File: config.mk
export PLATFORM = sky130hd
export DESIGN_NAME = snell_isqrt_pipe
export DESIGN_NICKNAME = d
export VERILOG_FILES = /design/src/design/snell_isqrt_pipe.sv
export SDC_FILE = /design/constraint.sdc
export NUM_CORES = 1
export LEC_CHECK = 0
export ABC_CLOCK_PERIOD_IN_PS = 3300
export BUFFER_PORTS_ARGS = -buffer_cell sky130_fd_sc_hd__buf_2
export CORE_UTILIZATION = 58
export DETAILED_ROUTE_END_ITERATION = 8
export PLACE_DENSITY_LB_ADDON = 0.3
export SKIP_LAST_GASP = 1
export SLEW_MARGIN = 30
export SYNTH_ARGS = -nofsm -noshare
export SYNTH_HDL_FRONTEND = slang
export SYNTH_SLANG_ARGS = --single-unit
export TNS_END_PERCENT = 5
File: constraint.sdc
create_clock -name clk -period 3.3 [get_ports clk]
set_input_delay 0.33 -clock clk [delete_from_list [all_inputs] [get_ports clk]]
set_output_delay 0.33 -clock clk [all_outputs]
set_load 0.02 [all_outputs]
File: src/design/snell_isqrt_pipe.sv
// Pipelined integer square root, one root bit per stage, with sideband.
module snell_isqrt_pipe #(
    parameter int RES_W  = 15,
    parameter int SIDE_W = 1
) (
    input  logic               clk,
    input  logic               rst_n,
    input  logic               in_valid,
    input  logic [2*RES_W-1:0] radicand,
    input  logic [SIDE_W-1:0]  side_in,
    output logic               out_valid,
    output logic [RES_W-1:0]   root,
    output logic [SIDE_W-1:0]  side_out
);

    logic [RES_W-1:0]   valid_reg;
    logic [RES_W-1:0]   valid_in;
    logic [RES_W+1:0]   rem_reg   [RES_W];
    logic [RES_W+1:0]   rem_in    [RES_W];
    logic [RES_W+1:0]   rem_next  [RES_W];
    logic [RES_W-1:0]   root_reg  [RES_W];
    logic [RES_W-1:0]   root_in   [RES_W];
    logic [RES_W-1:0]   root_next [RES_W];
    logic [2*RES_W-1:0] rad_reg   [RES_W];
    logic [2*RES_W-1:0] rad_in    [RES_W];
    logic [SIDE_W-1:0]  side_reg  [RES_W];
    logic [SIDE_W-1:0]  side_pre  [RES_W];

    for (genvar j = 0; j < RES_W; j++) begin : g_link
        if (j == 0) begin : g_first
            assign valid_in[j] = in_valid;
            assign rem_in[j]   = '0;
            assign root_in[j]  = '0;
            assign rad_in[j]   = radicand;
            assign side_pre[j] = side_in;
        end else begin : g_rest
            assign valid_in[j] = valid_reg[j-1];
            assign rem_in[j]   = rem_reg[j-1];
            assign root_in[j]  = root_reg[j-1];
            assign rad_in[j]   = rad_reg[j-1];
            assign side_pre[j] = side_reg[j-1];
        end
    end

    always_comb
    begin
        logic [RES_W+3:0] rem_t;
        logic [RES_W+3:0] trial;
        logic [RES_W+3:0] diff;
        logic             ge;
        for (int j = 0; j < RES_W; j++)
        begin
            rem_t        = {rem_in[j], rad_in[j][2*RES_W-1 -: 2]};
            trial        = {2'b00, root_in[j], 2'b01};
            diff         = rem_t - trial;
            ge           = rem_t >= trial;
            rem_next[j]  = ge ? diff[RES_W+1:0] : rem_t[RES_W+1:0];
            root_next[j] = {root_in[j][RES_W-2:0], ge};
        end
    end

    always_ff @(posedge clk or negedge rst_n)
    begin
        if (!rst_n)
        begin
            valid_reg <= '0;
        end
        else
        begin
            valid_reg <= valid_in;
        end
    end

    always_ff @(posedge clk)
    begin
        for (int j = 0; j < RES_W; j++)
        begin
            rem_reg[j]  <= rem_next[j];
            root_reg[j] <= root_next[j];
            rad_reg[j]  <= {rad_in[j][2*RES_W-3:0], 2'b00};
            side_reg[j] <= side_pre[j];
        end
    end

    assign out_valid = valid_reg[RES_W-1];
    assign root      = root_reg[RES_W-1];
    assign side_out  = side_reg[RES_W-1];

endmodule

==> results of run 1 <==
[cell usage in the layout (no fill, tap or decap), types with 24 or more instances in the layout]
| master | instances |
|---|---|
| dlygate4sd3_1 | 34 |
| nor2b_1 | 24 |
| nor2_1 | 138 |
| nor4_1 | 24 |
| ha_1 | 135 |
| mux2_2 | 42 |
| xnor2_1 | 79 |
| xor2_1 | 63 |
| dfxtp_1 | 565 |
| o21a_1 | 42 |
| a21oi_1 | 99 |
| clkbuf_16 | 54 |
| nand3_1 | 36 |
| nor3_1 | 55 |
| inv_1 | 164 |
| a21o_1 | 36 |
| nand2_1 | 79 |
| o21ai_0 | 73 |
| buf_2 | 50 |
[through the flow]
step                      hold slack, ps  instances  cell area, um^2  power, W  util [%]
final                              203.4       2588            23910   0.01922     67.38
after detailed placement           254.8       2453            21610   0.01269     60.91
after CTS                          137.5       2588            23910   0.01937     67.38
after global routing               194.0       2588            23910   0.02023     67.38
after floorplan                    34.41       1963            20830   0.01170         -
after global placement             238.1       2453            21600   0.01256     60.88
[critical path, stage by stage (launching register included)]
cell      delay [ps]
dfxtp_1          400
inv_1             70
ha_1             330
o211ai_1         150
a21oi_1          210
nor3_1           320
o2111a_1         570
clkinv_1         410
buf_4            280
nor2_1            90
a21oi_1           50
[power breakdown]
group          switching (W)  leakage [nW]  internal [W]  total, W
registers           0.000841          4.91       0.00822   0.00906
logic                0.00185          5.32       0.00172   0.00357
clock network        0.00261         0.959       0.00398   0.00659
[worst max path at each step]
| stage | startpoint | end |
|---|---|---|
| after floorplan | root_reg[1][45] | rem_reg[1][77] |
| after global placement | root_reg[1][15] | rem_reg[1][36] |
| after detailed placement | root_reg[1][15] | rem_reg[1][37] |
| after CTS | root_reg[1][15] | rem_reg[1][37] |
| after global routing | root_reg[1][15] | rem_reg[1][36] |
| final | root_reg[1][15] | rem_reg[1][37] |
[area by class of cell]
| type | count | area (um^2) | share of cell area (%) |
|---|---|---|---|
| Sequential cell | 580 | 11690 | 48.88 |
| Multi-Input combinational cell | 1186 | 8402 | 35.14 |
| Clock buffer | 76 | 1534 | 6.416 |
| Tap cell | 461 | 576.8 | 2.412 |
| Inverter | 166 | 623.1 | 2.606 |
| Timing Repair Buffer | 94 | 665.6 | 2.784 |
| Clock inverter | 25 | 421.7 | 1.764 |
[layer usage]
metal,global-route usage (%),share of wire [%]
met1,27.27,46
met2,37.26,48
met3,3.874,4.2
met4,7.295,2.1
met5,0,0
[cell usage after synthesis, types with 8 or more instances]
master	n	area [um^2]
a211oi_1	18	135.1
a21boi_0	8	60.06
a21o_1	36	270.3
a21oi_1	99	495.5
and2_1	8	50.05
and3_1	8	50.05
clkbuf_1	21	78.83
dfrtp_1	15	375.4
dfxtp_1	565	11310
ha_1	135	1689
inv_1	164	615.6
mux2_2	42	473.0
nand2_1	79	296.5
nand2b_1	13	81.33
nand3_1	36	180.2
nand4_1	20	125.1
nor2_1	138	518.0
nor2b_1	24	150.1
nor3_1	55	275.3
nor4_1	24	150.1
o211ai_1	9	67.56
o21a_1	42	315.3
o21ai_0	73	365.4
o21bai_1	9	67.56
o31ai_1	16	120.1
or2_2	9	56.30
or3_1	23	143.9
or4_1	20	150.1
xnor2_1	79	691.9
xor2_1	63	551.8
[cell families after synthesis]
group           count (synthesis)
other cells                     1
mux                            49
flops                         580
compound gates                370
xor+xnor                      142
fa+ha+maj                     135
simple gates                  489
buf+inv                       197
[what timing repair did]
item                                    CTS  global route
hold buffers                             34             0
hold endpoints to repair                 48             0
endpoints found under the setup margin    0             0
==> results.sh, run 1 <==
export IMPL_core_area_um2=35480
export IMPL_synthMuxAreaShare_pct=2.608
export IMPL_worstMarginPinSlew_ps=904.6
export IMPL_pre_cts_ws_ps=373.8
export IMPL_ys_flop_type="dfxtp_1"
export IMPL_hold_path_class="in -> async"
export IMPL_drive_above_1_share_pct=10.06
export IMPL_largest_reg_flops=220
export IMPL_finalWorstSetupSlack_ps=301.4
export IMPL_start_util_pct=58.69
export IMPL_finalCritPeriodShare_pct=90.87
export IMPL_yosys_register_bits=580
export IMPL_synth_cell_type_count=72
export IMPL_period_needed_ps=2999
export IMPL_yosysSeqAreaShare_pct=56.12
export IMPL_status="complete, no violations"
export IMPL_synth_top_family_by_area="simple AND/OR/NAND/NOR gates"
export IMPL_die_area_um2=36670
export IMPL_grt_overflow_total=0
export IMPL_numCtsBuffers=54
export IMPL_gp_congestion=0.9270
export IMPL_yosys_area_share_adder_pct=8.111
export IMPL_r2r_start="root_reg[1][15]"
export IMPL_insertion_delay_ps=620
export IMPL_path_clk_slew_ps=60
export IMPL_synthCells=1963
export IMPL_syn_area_um2=20820
export IMPL_synth_async_sr_flop_share_pct=2.586
export IMPL_area_growth_syn_to_layout_pct=14.81
export IMPL_via_count=13720
export IMPL_arrival_ps=3510
export IMPL_die_w_um=191.5
export IMPL_grt_pass1_vias=13550
export IMPL_viasPerCell=5.299
export IMPL_p_per_area_nw_per_um2=803.9
export IMPL_r2r_slack_ps=300
export IMPL_fmax_mhz=333.5
export IMPL_drt_pass1_iterations=7
export IMPL_cts_root_buf="clkbuf_16"
export IMPL_irDropWorstVdd_v=0.0005717
export IMPL_yosys_area_share_simple_pct=11.96
export IMPL_synth_xor_area_share_pct=5.972
export IMPL_cts_tree="yes"
export IMPL_grt_use_total_pct=21.65
export IMPL_drc=0
export IMPL_cts_buffer_depth=3
export IMPL_grt_first_pass_wirelength_mm=64.06
export IMPL_wirelength_mm=38.87
export IMPL_clock_skew_ps=30.85
export IMPL_wl_per_cell_um=15.02
export IMPL_cp_end_kind="flop"
export IMPL_dp_hpwl_mm=27.99
export IMPL_synth_compound_area_share_pct=11.60
export IMPL_num_rows=69
export IMPL_n_antenna_cell=0
export IMPL_slew_violations=0
export IMPL_drv_cap=0
export IMPL_fp_dieH_um=191.5
export IMPL_hold_viol_final=0
export IMPL_syn_nets=2132
export IMPL_fill_cells=2624
export IMPL_drt_iter0_markers=705
export IMPL_grt_max_degree=22
export IMPL_leakagePower_nw=11.18
export IMPL_io_buffer_count=50
export IMPL_syn_avg_cell_area_um2=10.61
export IMPL_rsz0062_at_grt="false"
export IMPL_postRouteAntennaNets=0
export IMPL_yosysWarnings=0
export IMPL_cts_sinks=580
export IMPL_antenna_found_initial=0
export IMPL_synth_edf_count=0
export IMPL_setup_violations=0
export IMPL_fin_nets=2251
export IMPL_io_pins=51
export IMPL_crit_fanout=12
export IMPL_cp_start_kind="flop"
export IMPL_finalSetupTns_ps=0
export IMPL_post_cts_buffers=0
export IMPL_required_ps=3810
export IMPL_timing_rr_end="rem_reg[1][37]"
export IMPL_slew_headroom_pct=39.69
export IMPL_path_class="reg -> reg"
export IMPL_htree_levels=2
export IMPL_post_cts_resized=0
export IMPL_r2r_cells=10
(Power assumes the default switching activity.)
==> inputs of run 2 (changes only) <==
Settings changed: CORE_UTILIZATION 58 to 62.
==> run 2 against run 1 <==
Effect of this change:
- sequential share of layout area down 0.13 points
- largest cell class unchanged
- critical path depth unchanged
- final area up 0.26%
- sequential power about the same
- die area down 6.4%
- routed wire length up 7.8%
- global-route usage up 3.1 points
- non-clock buffer count up 2
- total power up 1.3%
==> results.sh, run 2 (synthesis gave the netlist of run 1 again) <==
export IMPL_insertion_delay_ps=600
export IMPL_final_cell_mix="dfxtp_1 (565), inv_1 (164), nor2_1 (138)"
export IMPL_die_area_um2=34330
export IMPL_num_rows=66
export IMPL_status="complete, no violations"
export IMPL_critPathTopFamily="compound AO/OA/AOI/OAI gates"
export IMPL_cp_end_kind="flop"
export IMPL_largest_reg_flops=220
export IMPL_path_cells="inv_1 -> ha_1 -> o211ai_1 -> a21oi_1 -> nor3_1 -> o2111a_1 -> clkinv_1 -> buf_4 -> o211a_1 -> nor3_1"
export IMPL_rsz0062_at_grt="false"
export IMPL_r2r_cells=10
export IMPL_finalSetupTns_ps=0
export IMPL_core_area_um2=32780
export IMPL_fp_dieH_um=185.3
export IMPL_r2r_slack_ps=280
export IMPL_die_w_um=185.3
export IMPL_crit_end="rem_reg[1][40]"
export IMPL_worstMarginPinSlew_ps=899.7
export IMPL_grt_use_total_pct=24.78
export IMPL_io_buffer_count=50
export IMPL_cts_tree="yes"
export IMPL_cp_num_buf_inv=3
export IMPL_postRouteAntennaNets=0
export IMPL_path_class="reg -> reg"
export IMPL_clock_skew_ps=20.96
export IMPL_via_count=14110
export IMPL_cp_common_cell="nor3_1"
export IMPL_path_clk_slew_ps=70
export IMPL_wl_per_cell_um=16.29
export IMPL_cp_slowest_cell="o2111a_1"
export IMPL_htree_levels=2
export IMPL_leakagePower_nw=11.22
export IMPL_grt_first_pass_wirelength_mm=67.78
export IMPL_slew_violations=0
export IMPL_numPlacedInstances=2436
export IMPL_cp_start_kind="flop"
export IMPL_fin_area_um2=23970
export IMPL_setup_violations=0
export IMPL_post_cts_resized=0
export IMPL_post_cts_buffers=0
export IMPL_viasPerCell=5.485
export IMPL_arrival_ps=3550
export IMPL_area_growth_syn_to_layout_pct=15.11
export IMPL_place_area_um2=21600
export IMPL_period_needed_ps=3020
export IMPL_r2r_start="root_reg[1][15]"
export IMPL_numCtsBuffers=55
export IMPL_grt_max_degree=22
export IMPL_io_pins=51
export IMPL_slew_headroom_pct=40.02
export IMPL_fin_nets=2254
export IMPL_drive_above_1_share_pct=10.37
export IMPL_required_ps=3830
export IMPL_cp_depth=10
export IMPL_dp_hpwl_mm=28.50
export IMPL_drc=0
export IMPL_crit_fanout=13
export IMPL_layout_cells_most_common="dfxtp_1"
export IMPL_hold_viol_final=0
export IMPL_finalCritPeriodShare_pct=91.52
export IMPL_antenna_found_initial=0
export IMPL_hold_buffers=34
export IMPL_grt_overflow_total=0
export IMPL_hold_path_class="in -> async"
export IMPL_p_per_area_nw_per_um2=812.1
export IMPL_gp_congestion=0.8879
export IMPL_drv_cap=0
export IMPL_drt_pass1_iterations=5
export IMPL_fmax_mhz=331.1
export IMPL_cts_buffer_depth=3
export IMPL_irDropWorstVdd_v=0.0006383
export IMPL_final_core_util_pct=73.12
export IMPL_start_util_pct=63.52
export IMPL_grt_pass1_vias=14060
export IMPL_worstSetupStartpoint="root_reg[1][15]"
export IMPL_final_cells=2573
export IMPL_drt_iter0_markers=848
export IMPL_n_antenna_cell=0
export IMPL_wirelength_mm=41.91
export IMPL_cpPeakStageDelay_ps=560
export IMPL_timing_rr_end="rem_reg[1][40]"
export IMPL_cts_sinks=580
export IMPL_cts_root_buf="clkbuf_16"
export IMPL_fill_cells=2286
-- run 2: cell count changes in the layout (fill, tap and decap cells not counted), moves of 2 or more --
cell,change
clkinvlp_4,+3
buf_4,+2
clkbuf_8,+7
clkbuf_1,-3
clkinv_2,-6
-- run 2: power breakdown --
group | leakage (nW) | internal, W | total, W | switching [W]
Combinational | 5.32 | 0.00172 | 0.00359 | 0.00187
Sequential | 4.91 | 0.00822 | 0.00908 | 0.000860
Clock | 0.983 | 0.00411 | 0.00680 | 0.00269
Total | 11.2 | 0.0141 | 0.0195 | 0.00541
-- run 2: worst min-delay path by stage --
stage	start	to	slack [ps]	cells after the start
2_1_floorplan	rst_n	valid_reg[0]	30	0
3_3_place_gp	rst_n	valid_reg[0]	240	1
4_1_cts	rst_n	valid_reg[12]	170	2
3_5_place_dp	rst_n	valid_reg[0]	240	1
5_1_grt	rst_n	valid_reg[0]	200	2
6_report	rst_n	valid_reg[0]	170	2
-- run 2: final cells by class --
type | count | area (um^2) | share of cell area [%]
well taps | 442 | 553.0 | 2.307
multi-input cells | 1186 | 8402 | 35.05
clock inverters | 22 | 382.9 | 1.597
flip-flops and latches | 580 | 11690 | 48.75
clock buffers | 81 | 1644 | 6.858
inverters | 166 | 623.1 | 2.599
repair buffers | 96 | 680.7 | 2.839
-- run 2: metal layers --
layer,track usage [%],routed length [um],vias up
met5,0,0,-
li1,-,-,7029
met1,30.31,18410,6642
met2,43.66,20450,346
met3,3.913,1745,96
met4,9.355,1295,0
-- run 2: through the flow --
step	hold slack [ps]	total power, W	setup slack, ps
floorplan	34.41	0.01170	783.7
finish	165.4	0.01947	279.8
global route	198.4	0.02045	78.06
detailed placement	244.9	0.01269	402.1
CTS	167.1	0.01956	312.5
global placement	235.8	0.01256	339.1
==> inputs of run 3 (changes only) <==
Settings changed: PLACE_DENSITY_LB_ADDON 0.3 to 0.08.
==> run 3 against run 2 <==
Effect of this change:
- via count down 0.36%
- die area unchanged
- combinational power about the same
- worst setup slack better by 170 ps
- first-iteration DRC count down 14%
- sequential cell count unchanged
- routed wire length down 3.3%
- sequential share of layout area up 0.28 points
- global-route usage down 0.33 points
- count of clock-buffer cells in the layout down 1
- largest power group unchanged
==> results.sh, run 3 (synthesis gave the netlist of run 1 again) <==
export IMPL_antenna_found_initial=0
export IMPL_layout_cells_most_common="dfxtp_1"
export IMPL_largest_reg_flops=220
export IMPL_worstMarginPinSlew_ps=894.5
export IMPL_io_buffer_count=50
export IMPL_seq_power_share_pct=47.3
export IMPL_multi_input_area_um2=8403
export IMPL_path_cells="inv_1 -> ha_1 -> o21a_1 -> o22ai_1 -> a21oi_1 -> a31oi_1 -> o311ai_4 -> mux2_2"
export IMPL_viasPerCell=5.480
export IMPL_final_cells=2566
export IMPL_wirelength_mm=40.51
export IMPL_grt_overflow_total=0
export IMPL_setup_violations=0
export IMPL_cpPeakStageDelay_ps=780
export IMPL_hold_path_class="in -> async"
export IMPL_cts_buffer_depth=3
export IMPL_htree_levels=2
export IMPL_num_rows=66
export IMPL_fill_cells=2341
export IMPL_slew_headroom_pct=40.22
export IMPL_p_per_area_nw_per_um2=803.0
export IMPL_cp_slowest_cell="o311ai_4"
export IMPL_area_growth_syn_to_layout_pct=14.45
export IMPL_slew_violations=0
export IMPL_rsz0062_at_grt="false"
export IMPL_path_clk_slew_ps=70
export IMPL_grt_max_degree=26
export IMPL_drive_above_1_share_pct=9.981
export IMPL_cts_tree="yes"
export IMPL_n_antenna_cell=0
export IMPL_finalCritPeriodShare_pct=86.29
export IMPL_numPlacedInstances=2432
export IMPL_cts_sinks=580
export IMPL_drv_cap=0
export IMPL_status="complete, no violations"
export IMPL_start_util_pct=63.52
export IMPL_path_class="reg -> reg"
export IMPL_arrival_ps=3320
export IMPL_grt_pass1_vias=13800
export IMPL_required_ps=3770
export IMPL_power_share_clock_pct=33.8
export IMPL_via_count=14060
export IMPL_fin_nets=2250
export IMPL_clock_skew_ps=29.46
export IMPL_io_pins=51
export IMPL_leakagePower_nw=11.16
export IMPL_power_total_w=0.01914
export IMPL_drt_iter0_markers=726
export IMPL_dp_hpwl_mm=28.46
export IMPL_numCtsBuffers=55
export IMPL_finalWorstSetupSlack_ps=452.4
export IMPL_die_w_um=185.3
export IMPL_netSwitchingPower_w=0.005345
export IMPL_crit_fanout=15
export IMPL_gp_congestion=0.9172
export IMPL_switching_share_pct=27.93
export IMPL_grt_first_pass_wirelength_mm=66.38
export IMPL_regArea_um2=11690
export IMPL_cp_start_kind="flop"
export IMPL_die_area_um2=34330
export IMPL_period_needed_ps=2848
export IMPL_wl_per_cell_um=15.79
export IMPL_final_cell_mix="dfxtp_1 (565), inv_1 (164), nor2_1 (138)"
export IMPL_cts_root_buf="clkbuf_16"
export IMPL_postRouteAntennaNets=0
export IMPL_core_area_um2=32780
export IMPL_finalSetupTns_ps=0
export IMPL_drc=0
export IMPL_drt_pass1_iterations=5
export IMPL_pre_cts_ws_ps=359.7
export IMPL_insertion_delay_ps=610
export IMPL_grt_use_total_pct=24.45
export IMPL_post_cts_buffers=0
export IMPL_irDropWorstVdd_v=0.0006125
export IMPL_hold_viol_final=0
export IMPL_fp_dieH_um=185.3
export IMPL_cp_end_kind="flop"
export IMPL_p_comb_share_pct=18.9
export IMPL_intPower_w=0.01379
export IMPL_fmax_mhz=351.2
## run 3: changes by cell type in the layout (fill, tap and decap cells not counted), sizes merged
cell and delta:
clkinvlp -4, buf -4, bufinv -2, clkinv +5, inv -1, clkbuf -1
## run 3: worst paths after layout
path	start	to	slack [ps]	cells after the start
min reg2reg	rad_reg[0][127]	rad_reg[0][157]	320	0
max reg2reg	root_reg[1][45]	rem_reg[1][78]	450	8
min in group clk	rad_reg[0][127]	rad_reg[0][157]	320	0
min	rst_n	valid_reg[0]	150	2
max	root_reg[1][45]	rem_reg[1][78]	450	8
max in group asynchronous	rst_n	valid_reg[9]	2910	2
## run 3: layer usage
metal | up-vias | track usage (%) | share of wire, %
met5 | - | 0 | 0
met4 | 0 | 9.223 | 2.6
met3 | 84 | 3.480 | 4.2
met2 | 320 | 41.23 | 47
met1 | 6633 | 31.73 | 46
li1 | 7025 | - | -
## run 3: worst max-delay path, delay by kind of cell, from the launching register on
| family | cells | cell delay (ps) |
|---|---|---|
| adder cells (fa/ha/maj) | 1 | 360 |
| buffers and inverters | 1 | 50 |
| multiplexers | 1 | 420 |
| AO/OA/AOI/OAI | 5 | 1530 |
| flip-flops | 1 | 330 |
## run 3: what timing repair did
item / in CTS / in global routing
resized for setup: 0 / 1
hold buffers: 34 / 0
endpoints found under the setup margin: 0 / 6
endpoints found under the hold margin: 48 / 0
## run 3: area by class of cell
class                           instances  area share, %
Sequential cell                       580          49.03
Multi-Input combinational cell       1186          35.26
Clock buffer                           80          6.714
Timing Repair Buffer                   92          2.730
Inverter                              166          2.614
Tap cell                              442          2.320
Clock inverter                         20          1.333
## run 3: stage by stage
| step | hold slack, ps | area (um^2) | utilization (%) |
|---|---|---|---|
| detailed placement | 245.7 | 21570 | 65.81 |
| CTS | 127.5 | 23830 | 72.70 |
| global route | 165.1 | 23830 | 72.70 |
| global placement | 234.2 | 21560 | 65.78 |
| floorplan | 34.41 | 20830 | - |
| finish | 148.6 | 23830 | 72.70 |
## run 3: power by group through the flow
stage,clock (W),sequential (W),combinational (W)
floorplan,0,0.00891,0.00280
global placement,0,0.00917,0.00342
detailed placement,0,0.00919,0.00351
CTS,0.00662,0.00906,0.00359
global route,0.00690,0.00920,0.00404
finish,0.00647,0.00905,0.00361
